[config.mk]
export PLATFORM = sky130hd
export DESIGN_NAME = segment_zone_collision_check
export DESIGN_NICKNAME = d
export VERILOG_FILES = /design/src/design/szcc_pkg.sv /design/src/design/segment_zone_collision_check.sv
export VERILOG_INCLUDE_DIRS = /design/src /design/src/design
export SDC_FILE = /design/constraint.sdc
export NUM_CORES = 2
export LEC_CHECK = 0
export BUFFER_PORTS_ARGS = -buffer_cell sky130_fd_sc_hd__buf_2
export CAP_MARGIN = 20
export CORE_AREA = 2 2 403 405
export DETAILED_ROUTE_END_ITERATION = 8
export DIE_AREA = 0 0 405 407
export PLACE_DENSITY_LB_ADDON = 0.25
export RECOVER_POWER = 25
export SLEW_MARGIN = 20
export SYNTH_ARGS = -nofsm -noshare
export SYNTH_HDL_FRONTEND = slang
export SYNTH_SLANG_ARGS = --single-unit
[constraint.sdc]
create_clock -name clk_i -period 16.9 [get_ports clk_i]
set_input_delay 2.535 -clock clk_i [delete_from_list [all_inputs] [get_ports clk_i]]
set_output_delay 2.535 -clock clk_i [all_outputs]
set_load 0.05 [all_outputs]
[src/design/assert_macros.svh]
// Assertion macros used by the RTL of the segment zone collision check.
// Depends on nothing; included by files that carry concurrent assertions.
`ifndef ASSERT_MACROS_SVH
`define ASSERT_MACROS_SVH

// Check prop at every rising clk edge, muted while rst_n is low.
`define ASSERT_RST(label, clk, rst_n, prop, msg) \
  label: assert property (@(posedge clk) disable iff (!rst_n) prop) else $error(msg);

// Check prop at every rising clk edge, reset included.
`define ASSERT_ALWAYS(label, clk, prop, msg) \
  label: assert property (@(posedge clk) prop) else $error(msg);

`endif

[src/design/szcc_pkg.sv]
// Package for the segment zone collision check: beat layout, commands, states.
// Depends on nothing; used by segment_zone_collision_check and its testbench.
`default_nettype none

package szcc_pkg;

  // Default geometry
  localparam int ZoneCountDef   = 10;
  localparam int SampleCountDef = 100;

  // Field widths
  localparam int CoordW   = 13;
  localparam int ZoneIdxW = 4;

  // Slave tdata layout, lowest bit first
  localparam int ZoneIdxLsb = 0;
  localparam int XminLsb    = ZoneIdxLsb + ZoneIdxW;
  localparam int YminLsb    = XminLsb + CoordW;
  localparam int XmaxLsb    = YminLsb + CoordW;
  localparam int YmaxLsb    = XmaxLsb + CoordW;
  localparam int StartXLsb  = YmaxLsb + CoordW;
  localparam int StartYLsb  = StartXLsb + CoordW;
  localparam int EndXLsb    = StartYLsb + CoordW;
  localparam int EndYLsb    = EndXLsb + CoordW;
  localparam int InBits     = EndYLsb + CoordW;
  localparam int InTdataW   = ((InBits + 7) / 8) * 8;

  typedef enum logic {
    CMD_WRITE_ZONE = 1'b0,
    CMD_CHECK      = 1'b1
  } cmd_e;

  typedef enum logic [1:0] {
    ST_IDLE,
    ST_LOAD,
    ST_SAMPLE
  } state_e;

endpackage

`default_nettype wire

[src/design/segment_zone_collision_check.sv]
// Top level of the segment zone collision check: zone table, sample stepper, result register.
// Depends on szcc_pkg and assert_macros.svh.
//
//  channel  dir  handshake             payload
//  -------  ---  --------------------  -------------------------------------------------
//  s_axis   in   s_axis_tvalid/tready  tuser = command, tdata = zone write or segment
//  m_axis   out  m_axis_tvalid/tready  tdata = hit_mask, hit_count, path_clear
//
// A zone write is taken in ST_IDLE. A check seeds the scaled point in ST_LOAD, then
// walks the samples in ST_SAMPLE through the shared point accumulator, which is compared
// against all zones at once, up to the first sample that lands in a zone (SAMPLE_COUNT
// when none does).
// Zone table: no reset; the user must write every zone before the first check, unenforced.
// A finished result stalls the sampler until the previous beat leaves the output register.
`default_nettype none
`include "assert_macros.svh"

module segment_zone_collision_check #(
  parameter int ZONE_COUNT   = szcc_pkg::ZoneCountDef,
  parameter int SAMPLE_COUNT = szcc_pkg::SampleCountDef,
  localparam int CntW        = $clog2(ZONE_COUNT + 1),
  localparam int OutBits     = ZONE_COUNT + CntW + 1,
  localparam int OutTdataW   = ((OutBits + 7) / 8) * 8
) (
  input  wire                          clk_i,
  input  wire                          rst_ni,
  input  wire                          s_axis_tvalid,
  output logic                         s_axis_tready,
  // tdata: zone_index, zone_xmin, zone_ymin, zone_xmax, zone_ymax,
  //        start_x, start_y, end_x, end_y, zero pad
  input  wire [szcc_pkg::InTdataW-1:0] s_axis_tdata,
  // tuser: command
  input  wire                          s_axis_tuser,
  output logic                         m_axis_tvalid,
  input  wire                          m_axis_tready,
  // tdata: hit_mask, hit_count, path_clear, zero pad
  output logic [OutTdataW-1:0]         m_axis_tdata
);

  localparam int CW   = szcc_pkg::CoordW;
  // Scaled coordinates: |SAMPLE_COUNT * coord| and every sample point fit here
  localparam int PW   = CW + $clog2(SAMPLE_COUNT + 1);
  localparam int StpW = $clog2(SAMPLE_COUNT + 1);
  localparam logic signed [PW-1:0] Scale    = PW'(SAMPLE_COUNT);
  localparam logic [StpW-1:0]      LastStep = StpW'(SAMPLE_COUNT);

  function automatic logic signed [PW-1:0] sext_coord(input logic [CW-1:0] c);
    return {{(PW - CW){c[CW-1]}}, c};
  endfunction

  function automatic logic signed [PW-1:0] scale_coord(input logic [CW-1:0] c);
    return Scale * sext_coord(c);
  endfunction

  // Beat fields
  logic                            in_fire;
  logic                            in_check;
  logic [szcc_pkg::ZoneIdxW-1:0]   zone_idx;
  logic [CW-1:0]                   in_xmin, in_ymin, in_xmax, in_ymax;
  logic [CW-1:0]                   in_sx, in_sy, in_ex, in_ey;

  assign zone_idx = s_axis_tdata[szcc_pkg::ZoneIdxLsb +: szcc_pkg::ZoneIdxW];
  assign in_xmin  = s_axis_tdata[szcc_pkg::XminLsb +: CW];
  assign in_ymin  = s_axis_tdata[szcc_pkg::YminLsb +: CW];
  assign in_xmax  = s_axis_tdata[szcc_pkg::XmaxLsb +: CW];
  assign in_ymax  = s_axis_tdata[szcc_pkg::YmaxLsb +: CW];
  assign in_sx    = s_axis_tdata[szcc_pkg::StartXLsb +: CW];
  assign in_sy    = s_axis_tdata[szcc_pkg::StartYLsb +: CW];
  assign in_ex    = s_axis_tdata[szcc_pkg::EndXLsb +: CW];
  assign in_ey    = s_axis_tdata[szcc_pkg::EndYLsb +: CW];

  assign in_fire  = s_axis_tvalid && s_axis_tready;
  assign in_check = (szcc_pkg::cmd_e'(s_axis_tuser) == szcc_pkg::CMD_CHECK);

  // Zone table, stored already scaled by SAMPLE_COUNT
  logic signed [PW-1:0] zxmin_q [ZONE_COUNT];
  logic signed [PW-1:0] zymin_q [ZONE_COUNT];
  logic signed [PW-1:0] zxmax_q [ZONE_COUNT];
  logic signed [PW-1:0] zymax_q [ZONE_COUNT];

  // Segment registers
  logic [CW-1:0]        ax_q, ay_q;
  logic signed [CW:0]   dx_q, dy_q;
  logic signed [PW-1:0] px_q, px_d, py_q, py_d;
  logic [StpW-1:0]      step_q, step_d;

  // Control
  szcc_pkg::state_e     state_q, state_d;
  logic                 out_valid_q, out_valid_d;
  logic [ZONE_COUNT-1:0] hit_mask_q, hit_mask_d;
  logic [CntW-1:0]      hit_count_q, hit_count_d;
  logic                 path_clear_q, path_clear_d;

  // Zone compare, all zones against the current sample
  logic [ZONE_COUNT-1:0] hit;
  logic [CntW-1:0]       hit_cnt;

  always_comb begin
    for (int z = 0; z < ZONE_COUNT; z++) begin
      hit[z] = (px_q >= zxmin_q[z]) && (px_q <= zxmax_q[z]) &&
               (py_q >= zymin_q[z]) && (py_q <= zymax_q[z]);
    end
  end

  always_comb begin
    hit_cnt = '0;
    for (int z = 0; z < ZONE_COUNT; z++) begin
      hit_cnt = hit_cnt + CntW'(hit[z]);
    end
  end

  // Sequencer
  always_comb begin
    state_d      = state_q;
    px_d         = px_q;
    py_d         = py_q;
    step_d       = step_q;
    out_valid_d  = out_valid_q && !m_axis_tready;
    hit_mask_d   = hit_mask_q;
    hit_count_d  = hit_count_q;
    path_clear_d = path_clear_q;
    s_axis_tready = 1'b0;
    case (state_q)
      szcc_pkg::ST_IDLE: begin
        s_axis_tready = 1'b1;
        if (in_fire && in_check) begin
          state_d = szcc_pkg::ST_LOAD;
        end
      end
      szcc_pkg::ST_LOAD: begin
        // Seed the point at the first sample: SAMPLE_COUNT*start + delta
        px_d    = Scale * sext_coord(ax_q) + PW'(dx_q);
        py_d    = Scale * sext_coord(ay_q) + PW'(dy_q);
        step_d  = StpW'(1);
        state_d = szcc_pkg::ST_SAMPLE;
      end
      szcc_pkg::ST_SAMPLE: begin
        if ((|hit) || (step_q == LastStep)) begin
          // Hold the finished sample until the output register frees up
          if (!out_valid_q || m_axis_tready) begin
            out_valid_d  = 1'b1;
            hit_mask_d   = hit;
            hit_count_d  = hit_cnt;
            path_clear_d = !(|hit);
            state_d      = szcc_pkg::ST_IDLE;
          end
        end else begin
          px_d   = px_q + PW'(dx_q);
          py_d   = py_q + PW'(dy_q);
          step_d = step_q + StpW'(1);
        end
      end
      default: begin
        state_d = szcc_pkg::ST_IDLE;
      end
    endcase
  end

  always_ff @(posedge clk_i or negedge rst_ni) begin
    if (!rst_ni) begin
      state_q     <= szcc_pkg::ST_IDLE;
      out_valid_q <= 1'b0;
      step_q      <= '0;
      px_q        <= '0;
      py_q        <= '0;
    end else begin
      state_q     <= state_d;
      out_valid_q <= out_valid_d;
      step_q      <= step_d;
      px_q        <= px_d;
      py_q        <= py_d;
    end
  end

  // Payload registers, no reset
  always_ff @(posedge clk_i) begin
    hit_mask_q   <= hit_mask_d;
    hit_count_q  <= hit_count_d;
    path_clear_q <= path_clear_d;
    if (in_fire && in_check) begin
      ax_q <= in_sx;
      ay_q <= in_sy;
      dx_q <= {in_ex[CW-1], in_ex} - {in_sx[CW-1], in_sx};
      dy_q <= {in_ey[CW-1], in_ey} - {in_sy[CW-1], in_sy};
    end
    for (int z = 0; z < ZONE_COUNT; z++) begin
      // Slots beyond the table are dropped
      if (in_fire && !in_check && (zone_idx == szcc_pkg::ZoneIdxW'(z))) begin
        zxmin_q[z] <= scale_coord(in_xmin);
        zymin_q[z] <= scale_coord(in_ymin);
        zxmax_q[z] <= scale_coord(in_xmax);
        zymax_q[z] <= scale_coord(in_ymax);
      end
    end
  end

  assign m_axis_tvalid = out_valid_q;
  assign m_axis_tdata  = OutTdataW'({path_clear_q, hit_count_q, hit_mask_q});

  // Assertions
  `ASSERT_RST(a_check_blocks_input, clk_i, rst_ni,
    (in_fire && in_check) |=> !s_axis_tready,
    "check beat did not close the input")
  `ASSERT_RST(a_step_in_range, clk_i, rst_ni,
    (state_q == szcc_pkg::ST_SAMPLE) |-> ((step_q != '0) && (step_q <= LastStep)),
    "sample step out of range")
  `ASSERT_RST(a_clear_result_empty, clk_i, rst_ni,
    m_axis_tvalid |-> (path_clear_q == ((hit_count_q == '0) && (hit_mask_q == '0))),
    "path_clear disagrees with hit mask or count")
  `ASSERT_RST(a_zone_write_no_result, clk_i, rst_ni,
    (in_fire && !in_check && !m_axis_tvalid) |=> !m_axis_tvalid,
    "zone write produced a result beat")

endmodule

`default_nettype wire

==> results.ini <==
[detailed_routing]
drt_first_pass_iters=5
ant_nets=0
wl_per_cell_um=19.2
vias=37500
drc=0
wirelength_mm=145
viasPerCell=4.97
drt_iter0_markers=2507

[power]
p_comb_share_pct=48.9
p_per_area_nw_per_um2=156
swShare_pct=42.1
clockPowerShare_pct=22.3
p_int_w=0.00569
ir_drop_mv=0.0945
p_leak_nw=29.1
seqPwrFrac_pct=28.8
switchingPower_w=0.00414

[clocking]
cts_hold_buf=0
clock_path_buffers=3
cts_resized=0
cts-root-buf=clkbuf_16
htree_levels=3
cts_setup_buffers=0
numCtsBuffers=100
cts_tree=done
clk_pin_slew_worst_paths_ps=60
clock_sinks=839
insertion_delay_ps=730

[floorplanning]
io_pins=135
die_y_um=407
die_x_um=405
start_util_pct=34.8
num_rows=147
coreArea_um2=160000
dieArea_um2=165000

[global_route]
grt_max_degree=62
antenna_found_initial=6
grt_pass1_vias=37400
grt_overflow_total=0
grt.total_usage_pct=17.8
grt_pass1_wl_mm=222

[timing]
fin_crit_sh_pct=42.4
max_freq_mhz=140
maxSlewHeadroom_pct=-111
worst_pin_slew_ps=3160
min_period_ps=7170
drv_slew=207
grt_setup_unrepaired=no
hold_viol=0
setup_violations=0
fin_skew_ps=37.5
finalSetupTns_ps=0

[placed_design]
place.port_buffers=129
gp_congestion=0.843
dpl_cell_area_um2=59900
dp_hpwl_mm=101

[setup_path]
slowest_delay_ps=790
endpoint_kind=flop
slowest_stage=clkbuf_1
worstPathBufferInverterCount=3
crit_chain=clkbuf_1 -> ha_1 -> inv_1 -> fa_1 -> inv_1 -> ha_1 -> ha_1 -> fa_1 -> a21oi_1 -> nor2_1 -> nor2_1 -> o21bai_1 -> a21oi_1 -> o21bai_1 -> a21oi_1 -> nor2b_1 -> o21ai_0 -> a21oi_1 -> xnor2_2
path_class=primary input to flop
worstPathMaxFanout=12
crit_top_cell=a21oi_1
crit_path_start_kind=primary input
critPathTopFamily=adder cells
arrival_ps=7540
required_ps=17270

[layout]
layout.nets=6557
layout_commonest_cell=inv_1
fillers=15500
drive_above_1_share_pct=7.67
final_cell_mix=1,091 x inv_1, 1,057 x ha_1, 789 x edfxtp_1
final-seq-area_um2=25000
multi_input_area_um2=26800
area_growth_syn_to_layout_pct=13.1
diodes=0
design_area_um2=63100

[run]
maxCapViolCount=6

[yosys]
ys_async_sr_fraction_pct=5.96
synth.avg_cell_area_um2=11.1
synthDistinctLibCells=79
syn_area_um2=55800
yosysSeqAreaShare_pct=44.7
synth_cells=5016
yosys_warnings=0
synth_fp_nets=6268
synth_edf_count=789
synth_top_area_share_pct=42.5
synth_area_leaders=edfxtp_1 42%, ha_1 24%, inv_1 7.3%
ys_seq_elements=839
synth_top_cell_by_area=edfxtp_1
ys.flop_type=edfxtp_1

[hold_path]
hp-class=flop to flop

[outcome]
status=finished, violations left
violations=capacitance limit, slew limit

[power by group through the flow]
stage | clock network, W | registers [W] | logic [W]
after CTS | 0.00225 | 0.00283 | 0.00486
final | 0.00220 | 0.00283 | 0.00481
after global routing | 0.00232 | 0.00284 | 0.00544
after floorplan | 0 | 0.00297 | 0.00293
after detailed placement | 0 | 0.00287 | 0.00482
after global placement | 0 | 0.00287 | 0.00472
[synth_stat cells (16+ instances only)]
library cell / n
fa_1: 78
edfxtp_1: 789
o211ai_1: 28
nor2_1: 192
nor4_1: 16
o21bai_1: 34
or2_2: 19
nand4_1: 112
and4_1: 20
nand2b_1: 35
o21a_1: 28
a31oi_1: 22
xor2_1: 44
nand3_1: 82
a21o_1: 133
o21ai_0: 152
mux2_2: 21
ha_1: 1057
inv_1: 1091
nor3_1: 60
a211oi_1: 67
a21oi_1: 301
and3_1: 25
xnor2_1: 103
nor2b_1: 62
dfrtp_1: 50
a2111oi_0: 19
nand2_1: 146
[kinds of logic after synthesis]
kind of cell             count (synthesis)  share of synthesized area (%)
AO/OA/AOI/OAI                          925                           10.7
AND/OR/NAND/NOR                        819                           7.53
adder cells (fa/ha/maj)               1135                           26.5
other                                    1                        0.00672
buffers and inverters                 1114                           7.56
multiplexers                            36                          0.700
XOR/XNOR                               147                           2.31
flip-flops                             839                           44.7
[sequential cells by signal, indices dropped and copies added (netlist names), 4 cells and up]
signal       cells
zymax_q        180
hit_count_q      4
py_q            20
ay_q            13
dy_q            14
step_q           7
ax_q            13
dx_q            14
px_q            20
hit_mask_q      10
zxmax_q        180
zymin_q        180
zxmin_q        180
[stage by stage]
stage	total power (W)	std cells	util (%)	hold slack (ps)	setup slack, ps
after floorplan	0.00590	5016	-	473	6560
after global placement	0.00759	7362	37.4	510	9430
after detailed placement	0.00769	7362	37.4	508	9430
after CTS	0.00993	7547	39.4	516	10190
after global routing	0.0106	7548	39.4	541	9400
final	0.00983	7548	39.4	522	9730
[routing by layer]
layer / track usage, % / part of all wire, % / wire (um)
met1: 24.1 / 46 / 67200
met2: 30.3 / 47 / 67800
met3: 2.33 / 4.6 / 6700
met4: 4.09 / 2.1 / 3010
met5: 0 / 0 / 0
[worst paths after layout]
kind,cells after the start,to,slack [ps],from
worst max register to register,21,hit_count_q[2],10050,py_q[5]
worst min-delay path,1,step_q[5],520,step_q[5]
worst max-delay path,19,zymax_q[4][17],9730,s_axis_tdata[44]
worst min register to register,1,step_q[5],520,step_q[5]
min in group asynchronous,2,py_q[14],2940,rst_ni
max in group asynchronous,2,px_q[3],11960,rst_ni
[cell type report]
| type | instances | share of cell area [%] |
|---|---|---|
| repair buffers | 209 | 1.89 |
| clock buffers | 119 | 4.18 |
| flip-flops and latches | 839 | 39.5 |
| inverters | 1092 | 6.50 |
| well taps | 2160 | 4.28 |
| multi-input cells | 3063 | 42.5 |
| clock inverters | 66 | 1.06 |
(Power assumes the default switching activity.)
